File: src/sv/murmur3_32bit_hash_defines.svh
// Assertion macros shared by the hash block modules.
// Depends on the aclk and aresetn names used in every module of the block.
`ifndef MURMUR3_32BIT_HASH_DEFINES_SVH
`define MURMUR3_32BIT_HASH_DEFINES_SVH

// Same-cycle implication, checked outside reset.
`define MM3_ASSERT_NOW(label, cond, result, msg) \
    label: assert property (@(posedge aclk) disable iff (!aresetn) (cond) |-> (result)) \
        else $error(msg);

// Next-cycle implication, checked outside reset.
`define MM3_ASSERT_NEXT(label, cond, result, msg) \
    label: assert property (@(posedge aclk) disable iff (!aresetn) (cond) |=> (result)) \
        else $error(msg);

`endif

File: src/sv/mm3_pkg.sv
// Shared types, constants and helpers for the MurmurHash3 x86_32 block.
// No dependencies.
package mm3_pkg;

    localparam logic [31:0] C1      = 32'hcc9e2d51;
    localparam logic [31:0] C2      = 32'h1b873593;
    localparam logic [31:0] MIX_ADD = 32'he6546b64;
    localparam logic [31:0] F1      = 32'h85ebca6b;
    localparam logic [31:0] F2      = 32'hc2b2ae35;

    localparam int QDEPTH  = 4;
    localparam int QADDR_W = $clog2(QDEPTH);
    localparam int QCNT_W  = $clog2(QDEPTH + 1);

    localparam logic [2:0] FULL_WORD = 3'd4;

    // One classified word between front and back.
    typedef struct packed {
        logic [31:0] seed;
        logic [31:0] word;    // bytes beyond counts 1 to 3 cleared
        logic [2:0]  count;   // effective byte count, 0 to 4
        logic        first;
        logic        last;
    } q_entry_t;

    typedef struct packed {
        logic full;
        logic empty;
    } q_status_t;

    function automatic logic [31:0] rotl15(input logic [31:0] x);
        return {x[16:0], x[31:17]};
    endfunction

    function automatic logic [31:0] rotl13(input logic [31:0] x);
        return {x[18:0], x[31:19]};
    endfunction

endpackage

File: src/sv/mm3_fifo.sv
// Short queue of classified words between front and back.
// Depends on mm3_pkg and murmur3_32bit_hash_defines.svh.
`include "murmur3_32bit_hash_defines.svh"

module mm3_fifo (
    input  logic              aclk,
    input  logic              aresetn,
    input  logic              push,
    input  mm3_pkg::q_entry_t wdata,
    input  logic              pop,
    output mm3_pkg::q_entry_t head,
    output mm3_pkg::q_status_t stat
);

    mm3_pkg::q_entry_t                 mem [mm3_pkg::QDEPTH];
    logic [mm3_pkg::QADDR_W-1:0]       wr_ptr_reg, wr_ptr_next;
    logic [mm3_pkg::QADDR_W-1:0]       rd_ptr_reg, rd_ptr_next;
    logic [mm3_pkg::QCNT_W-1:0]        cnt_reg, cnt_next;

    always_comb begin
        wr_ptr_next = wr_ptr_reg;
        rd_ptr_next = rd_ptr_reg;
        cnt_next    = cnt_reg;
        if (push) begin
            wr_ptr_next = wr_ptr_reg + 1'b1;
        end
        if (pop) begin
            rd_ptr_next = rd_ptr_reg + 1'b1;
        end
        if (push && !pop) begin
            cnt_next = cnt_reg + 1'b1;
        end else if (pop && !push) begin
            cnt_next = cnt_reg - 1'b1;
        end
    end

    always_ff @(posedge aclk) begin
        if (!aresetn) begin
            wr_ptr_reg <= '0;
            rd_ptr_reg <= '0;
            cnt_reg    <= '0;
        end else begin
            wr_ptr_reg <= wr_ptr_next;
            rd_ptr_reg <= rd_ptr_next;
            cnt_reg    <= cnt_next;
        end
    end

    always_ff @(posedge aclk) begin
        if (push) begin
            mem[wr_ptr_reg] <= wdata;
        end
    end

    assign head       = mem[rd_ptr_reg];
    assign stat.full  = (cnt_reg == mm3_pkg::QCNT_W'(mm3_pkg::QDEPTH));
    assign stat.empty = (cnt_reg == '0);

    `MM3_ASSERT_NOW(a_no_overflow, push, !stat.full || pop, "push into full queue")
    `MM3_ASSERT_NOW(a_no_underflow, pop, !stat.empty, "pop from empty queue")
    `MM3_ASSERT_NOW(a_cnt_bound, 1'b1, cnt_reg <= mm3_pkg::QCNT_W'(mm3_pkg::QDEPTH),
        "queue count beyond depth")

endmodule

File: src/sv/mm3_front.sv
// Input side: accepts words, tracks message start, classifies and masks.
// Depends on mm3_pkg and murmur3_32bit_hash_defines.svh.
`include "murmur3_32bit_hash_defines.svh"

module mm3_front (
    input  logic               aclk,
    input  logic               aresetn,
    input  logic               s_tvalid,
    output logic               s_tready,
    input  logic [71:0]        s_tdata,
    input  logic               s_tlast,
    input  mm3_pkg::q_status_t q_stat,
    output logic               q_push,
    output mm3_pkg::q_entry_t  q_wdata
);

    logic        start_reg, start_next;
    logic [31:0] in_seed;
    logic [31:0] in_word;
    logic [2:0]  in_count;
    logic [2:0]  eff_count;
    logic [31:0] masked_word;

    assign in_seed  = s_tdata[31:0];
    assign in_word  = s_tdata[63:32];
    assign in_count = s_tdata[66:64];

    assign s_tready = !q_stat.full;
    assign q_push   = s_tvalid && s_tready;

    // Non-final words are always full; counts above four saturate.
    always_comb begin
        if (!s_tlast || in_count > mm3_pkg::FULL_WORD) begin
            eff_count = mm3_pkg::FULL_WORD;
        end else begin
            eff_count = in_count;
        end
    end

    always_comb begin
        case (eff_count)
            3'd1: begin
                masked_word = in_word & 32'h0000_00ff;
            end
            3'd2: begin
                masked_word = in_word & 32'h0000_ffff;
            end
            3'd3: begin
                masked_word = in_word & 32'h00ff_ffff;
            end
            default: begin
                masked_word = in_word;
            end
        endcase
    end

    always_comb begin
        start_next = start_reg;
        if (q_push) begin
            start_next = s_tlast;
        end
    end

    always_ff @(posedge aclk) begin
        if (!aresetn) begin
            start_reg <= 1'b1;
        end else begin
            start_reg <= start_next;
        end
    end

    assign q_wdata.seed  = in_seed;
    assign q_wdata.word  = masked_word;
    assign q_wdata.count = eff_count;
    assign q_wdata.first = start_reg;
    assign q_wdata.last  = s_tlast;

    `MM3_ASSERT_NEXT(a_start_after_last, q_push && s_tlast, start_reg,
        "no message start after final word")
    `MM3_ASSERT_NEXT(a_mid_after_body, q_push && !s_tlast, !start_reg,
        "message start after body word")
    `MM3_ASSERT_NOW(a_body_full, q_push && !s_tlast, q_wdata.count == mm3_pkg::FULL_WORD,
        "body word not classified as full")

endmodule

File: src/sv/mm3_back.sv
// Execution side: key scramble, hash update, length fold and finalizer.
// Depends on mm3_pkg and murmur3_32bit_hash_defines.svh.
`include "murmur3_32bit_hash_defines.svh"

module mm3_back (
    input  logic               aclk,
    input  logic               aresetn,
    input  mm3_pkg::q_entry_t  q_head,
    input  mm3_pkg::q_status_t q_stat,
    output logic               q_pop,
    output logic               m_tvalid,
    input  logic               m_tready,
    output logic [31:0]        m_tdata
);

    typedef enum logic [2:0] {
        S_IDLE,
        S_KEY2,
        S_MIX,
        S_FIN0,
        S_FIN1,
        S_FIN2
    } state_t;

    state_t      state_reg;
    logic [31:0] key_reg;
    logic [31:0] seed_reg;
    logic [2:0]  count_reg;
    logic        first_reg;
    logic        last_reg;
    logic [31:0] hash_reg;
    logic [31:0] len_reg;
    logic        out_valid_reg;
    logic [31:0] out_data_reg;

    logic [31:0] key_mul1;
    logic [31:0] key_rot;
    logic [31:0] key_mul2;
    logic [31:0] hash_base;
    logic [31:0] len_base;
    logic [31:0] hash_xk;
    logic [31:0] hash_rot;
    logic [31:0] hash_mix;
    logic [31:0] len_mix;
    logic [31:0] fold;
    logic [31:0] fin0_in;
    logic [31:0] fin0_mul;
    logic [31:0] fin1_in;
    logic [31:0] fin1_mul;
    logic        out_free;

    assign q_pop    = (state_reg == S_IDLE) && !q_stat.empty;
    assign out_free = !out_valid_reg || m_tready;

    assign key_mul1 = q_head.word * mm3_pkg::C1;
    assign key_rot  = mm3_pkg::rotl15(key_reg);
    assign key_mul2 = key_rot * mm3_pkg::C2;

    // The first word of a message starts from the seed and a zero length.
    assign hash_base = first_reg ? seed_reg : hash_reg;
    assign len_base  = first_reg ? 32'd0 : len_reg;
    assign hash_xk   = hash_base ^ key_reg;
    assign hash_rot  = mm3_pkg::rotl13(hash_xk);
    assign len_mix   = len_base + {29'd0, count_reg};

    always_comb begin
        if (count_reg == mm3_pkg::FULL_WORD) begin
            hash_mix = {hash_rot[29:0], 2'b00} + hash_rot + mm3_pkg::MIX_ADD;
        end else if (count_reg != 3'd0) begin
            hash_mix = hash_xk;
        end else begin
            hash_mix = hash_base;
        end
    end

    assign fold     = hash_reg ^ len_reg;
    assign fin0_in  = fold ^ {16'd0, fold[31:16]};
    assign fin0_mul = fin0_in * mm3_pkg::F1;
    assign fin1_in  = hash_reg ^ {13'd0, hash_reg[31:13]};
    assign fin1_mul = fin1_in * mm3_pkg::F2;

    always_ff @(posedge aclk) begin
        if (!aresetn) begin
            state_reg     <= S_IDLE;
            out_valid_reg <= 1'b0;
        end else begin
            // Drop the result after its transfer unless a new one loads now.
            if (out_valid_reg && m_tready && state_reg != S_FIN2) begin
                out_valid_reg <= 1'b0;
            end
            case (state_reg)
                S_IDLE: begin
                    if (q_pop) begin
                        key_reg   <= key_mul1;
                        seed_reg  <= q_head.seed;
                        count_reg <= q_head.count;
                        first_reg <= q_head.first;
                        last_reg  <= q_head.last;
                        state_reg <= S_KEY2;
                    end
                end
                S_KEY2: begin
                    key_reg   <= key_mul2;
                    state_reg <= S_MIX;
                end
                S_MIX: begin
                    hash_reg  <= hash_mix;
                    len_reg   <= len_mix;
                    state_reg <= last_reg ? S_FIN0 : S_IDLE;
                end
                S_FIN0: begin
                    hash_reg  <= fin0_mul;
                    state_reg <= S_FIN1;
                end
                S_FIN1: begin
                    hash_reg  <= fin1_mul;
                    state_reg <= S_FIN2;
                end
                S_FIN2: begin
                    if (out_free) begin
                        out_data_reg  <= hash_reg ^ {16'd0, hash_reg[31:16]};
                        out_valid_reg <= 1'b1;
                        state_reg     <= S_IDLE;
                    end
                end
                default: begin
                    state_reg <= S_IDLE;
                end
            endcase
        end
    end

    assign m_tvalid = out_valid_reg;
    assign m_tdata  = out_data_reg;

    `MM3_ASSERT_NOW(a_pop_idle, q_pop, state_reg == S_IDLE, "queue pop while busy")
    `MM3_ASSERT_NOW(a_result_from_fin, $rose(out_valid_reg), $past(state_reg) == S_FIN2,
        "result raised outside final stage")
    `MM3_ASSERT_NEXT(a_body_returns, state_reg == S_MIX && !last_reg, state_reg == S_IDLE,
        "body word did not return to idle")

endmodule

File: src/sv/murmur3_32bit_hash.sv
// Top level of the MurmurHash3 x86_32 stream hasher.
// Depends on mm3_pkg, mm3_front, mm3_fifo and mm3_back.
//
//  channel   dir  data bits (low first)                          marker
//  s_        in   seed[31:0] data_word[63:32] byte_count[66:64]  tlast = last_word
//  m_        out  hash_value[31:0]                               none
//
// A body word passes through the execution sequencer's pop, second key
// multiply and hash update states; a final word adds three finalizer steps.
// The sequencer's one-word-at-a-time loop sets the sustained rate.
// Reset is synchronous, active low; the next word after reset starts a message.
// A stalled result holds in its register; the queue keeps taking words until full.
module murmur3_32bit_hash (
    input  logic        aclk,
    input  logic        aresetn,
    input  logic        s_tvalid,
    output logic        s_tready,
    input  logic [71:0] s_tdata,   // seed, data_word, byte_count, zero pad
    input  logic        s_tlast,
    output logic        m_tvalid,
    input  logic        m_tready,
    output logic [31:0] m_tdata    // hash_value
);

    mm3_pkg::q_entry_t  q_wdata;
    mm3_pkg::q_entry_t  q_head;
    mm3_pkg::q_status_t q_stat;
    logic               q_push;
    logic               q_pop;

    // Accept and classify each transfer.
    mm3_front u_front (
        .aclk     (aclk),
        .aresetn  (aresetn),
        .s_tvalid (s_tvalid),
        .s_tready (s_tready),
        .s_tdata  (s_tdata),
        .s_tlast  (s_tlast),
        .q_stat   (q_stat),
        .q_push   (q_push),
        .q_wdata  (q_wdata)
    );

    // Hold classified words until the sequencer is free.
    mm3_fifo u_fifo (
        .aclk    (aclk),
        .aresetn (aresetn),
        .push    (q_push),
        .wdata   (q_wdata),
        .pop     (q_pop),
        .head    (q_head),
        .stat    (q_stat)
    );

    // Mix, finalize and drive the result register.
    mm3_back u_back (
        .aclk     (aclk),
        .aresetn  (aresetn),
        .q_head   (q_head),
        .q_stat   (q_stat),
        .q_pop    (q_pop),
        .m_tvalid (m_tvalid),
        .m_tready (m_tready),
        .m_tdata  (m_tdata)
    );

endmodule
File: config.mk
export PLATFORM = sky130hd
export DESIGN_NAME = murmur3_32bit_hash
export DESIGN_NICKNAME = d
export VERILOG_FILES = /design/src/sv/mm3_pkg.sv /design/src/sv/mm3_fifo.sv /design/src/sv/mm3_front.sv /design/src/sv/mm3_back.sv /design/src/sv/murmur3_32bit_hash.sv
export VERILOG_INCLUDE_DIRS = /design/src /design/src/sv
export SDC_FILE = /design/constraint.sdc
export NUM_CORES = 2
export LEC_CHECK = 0
export BUFFER_PORTS_ARGS = -buffer_cell sky130_fd_sc_hd__buf_2
export CORE_MARGIN = 4
export CORE_UTILIZATION = 45
export DETAILED_ROUTE_END_ITERATION = 10
export GPL_ROUTABILITY_DRIVEN = 0
export GPL_TIMING_DRIVEN = 0
export PLACE_DENSITY = 0.61
export SLEW_MARGIN = 15
export SYNTH_ARGS = -nofsm -noshare
export SYNTH_HDL_FRONTEND = slang
export SYNTH_SLANG_ARGS = --single-unit
File: constraint.sdc
create_clock -name aclk -period 15.8 [get_ports aclk]
set_input_delay 3.16 -clock aclk [delete_from_list [all_inputs] [get_ports aclk]]
set_output_delay 3.16 -clock aclk [all_outputs]
set_load 0.01 [all_outputs]
==> summary.txt <==
Outcome
  • Status: completed

Cells and area
  • Fin util: 0.491
  • Antenna cell count: 0
  • Commonest cells after routing, fill and taps aside: inv_1 (1266), ha_1 (825), fa_1 (733)
  • Commonest non-fill, non-tap cell in the layout: inv_1
  • Max reg flops: 276
  • Area Overhead vs Synth: 8.12%
  • Cell Count, Final, Fillers Out: 6616
  • Share of layout cells above drive strength 1: 0.0635
  • Register area: 0.0135 mm^2
  • Area of the multi-input gates: 0.0361 mm^2
  • Final net count: 6600
  • Largest Register: u_fifo.mem
  • Fin area: 0.0590 mm^2
  • # fillers: 11003

Yosys
  • Distinct cell type count after synthesis: 76
  • Synth Instances: 4801
  • Post-synth EDFFs: 441
  • Syn Area/Cell: 11.4 um^2
  • Register area share after synthesis: 0.248
  • Yosys reg bits: 455
  • Most common flop cell mapped by yosys: edfxtp_1
  • Syn nets: 6436
  • Ys Warns: 0
  • Post-synthesis async set-or-reset flop share: 0
  • Synth Cell Area: 0.0545 mm^2

Critical path
  • Crit path largest cell delay: 0.64 ns
  • Worst setup SP type: register
  • CP bufs+invs: 5
  • Critical-path maximum fanout: 8
  • CP required: 16.13 ns
  • Crit Path Class: register to register
  • Worst-path cell with the longest stage delay: edfxtp_1
  • Critical Path AT: 9.77 ns
  • CP endpoint kind: register
  • Most Frequent Cell on Critical Path: fa_1
  • Top delay family on crit path: adder cells

Drt
  • Met1 WL: 62.5 mm
  • Starting DRT DRC Count: 2537
  • Post-route ant nets: 0
  • Top routing layer in use: met5
  • Met3 wire len: 8.65 mm
  • Pre-antenna DRT Iters: 8
  • Vias/cell: 5.17
  • Vias: 34218
  • DRC: 0
  • Final WL: 143 mm
  • Post-DR wirelength/cell: 21.7 um
  • Wire length on met2: 66.9 mm

STA
  • FMAX: 106 MHz
  • Slew @ Worst Pin: 1.22 ns
  • Worst Skew: 0.0494 ns
  • Setup tns final: 0 ns
  • Worst rel slew slack: 0.181
  • Crit share post-route: 0.597
  • Final setup vio count: 0
  • Hold Fails Final Rpt: 0
  • Minimum clock period: 9.44 ns
  • Pins over their slew limit: 0
  • Unrepaired setup endpoints after global routing: no

Die
  • Die Wd: 356 um
  • IO Pins: 111
  • Initial Utilization: 0.454
  • Die height: 356 um
  • DIE AREA: 0.127 mm^2
  • CORE AREA: 0.120 mm^2
  • Cell row count: 127

Clock tree
  • CTS max path bufs: 3
  • Worst-Skew Late Latency: 0.64 ns
  • H-tree levels: 2
  • Clock Tree Root: clkbuf_16
  • # resized after CTS: 0
  • Worst-path clk slew: 0.06 ns
  • Hold-fix buffers, CTS: 0
  • Number of CTS-inserted buffers: 49
  • Post-CTS setup buffers: 0
  • CTS tree: built
  • CTS Sinks: 455

Place
  • Placed cells: 6526
  • IO buf count: 105
  • Hpwl dp: 122 mm
  • DP Area: 0.0573 mm^2

Worst hold path
  • Hold crit path type: register to register

Global route
  • Initial antenna violation count: 1
  • Congestion Overflow GR: 0
  • Vias in the first global route: 35702
  • Largest net degree at the start of global routing: 49
  • All-Layer GR Usage: 0.232
  • First-pass GRT wire length: 221 mm

Flow run
  • Max Cap Viol: 0
synthesized netlist by cell type, drive strengths merged (13+ instances only):
library cell | n | share of area
o221ai | 18 | 0.0029
or3 | 13 | 0.0015
buf | 24 | 0.0020
o21ai | 115 | 0.011
o31ai | 13 | 0.0021
nor3 | 25 | 0.0025
clkbuf | 47 | 0.0032
edfxtp | 441 | 0.24
mux2i | 38 | 0.0070
mux4 | 69 | 0.028
inv | 1266 | 0.087
dfxtp | 14 | 0.0051
o21a | 28 | 0.0039
a21o | 54 | 0.0074
nand2 | 107 | 0.0074
xor2 | 139 | 0.023
and2 | 33 | 0.0038
fa | 733 | 0.27
nand3 | 45 | 0.0041
a31oi | 15 | 0.0020
xnor2 | 266 | 0.043
a211oi | 26 | 0.0037
nor2b | 39 | 0.0045
a21oi | 125 | 0.012
nand2b | 24 | 0.0028
nor2 | 114 | 0.0078
and3 | 16 | 0.0018
ha | 825 | 0.19
kinds of logic (layout without fill, tap and decap cells):
kind of cell,Yosys count,in the layout,share of synthesized area
simple gates,450,450,0.0406
fa+ha+maj,1558,1558,0.458
flops,455,455,0.248
compound gates,489,489,0.0596
mux,107,107,0.0355
buf+inv,1337,1540,0.0924
xor+xnor,405,405,0.0657
layout make-up:
class,count,share of cell area
inverter,1266,0.0806
timing repair buffer,113,0.0121
clock buffer,59,0.0214
buffer,71,0.00486
clock inverter,31,0.00609
multi-input combinational,3009,0.611
tap,1612,0.0342
sequential,455,0.229
stage by stage:
| step | setup slack, ns | hold slack [ns] |
|---|---|---|
| floorplan | 7.76 | 0.421 |
| global placement | 6.39 | 0.484 |
| detailed placement | 6.39 | 0.504 |
| CTS | 6.37 | 0.519 |
| global route | 5.94 | 0.534 |
| finish | 6.36 | 0.517 |
worst paths after layout:
path | cells past startpoint | slack, ns | to | start
min reg2reg | 0 | 0.52 | u_fifo.mem[2][1] | u_front.start_reg
min | 0 | 0.52 | u_fifo.mem[2][1] | u_front.start_reg
max reg2reg | 26 | 6.36 | u_back.hash_reg[31] | u_back.hash_reg[20]
max | 26 | 6.36 | u_back.hash_reg[31] | u_back.hash_reg[20]
metal layers:
metal  up-vias  track usage
met3       243       0.0334
met1     17134        0.321
li1      15879            -
met2       960        0.377
met4         2       0.0727
met5         -            0
Power is not shown: default switching activity piles up to over one toggle a cycle in this logic, so the estimate is an artifact.
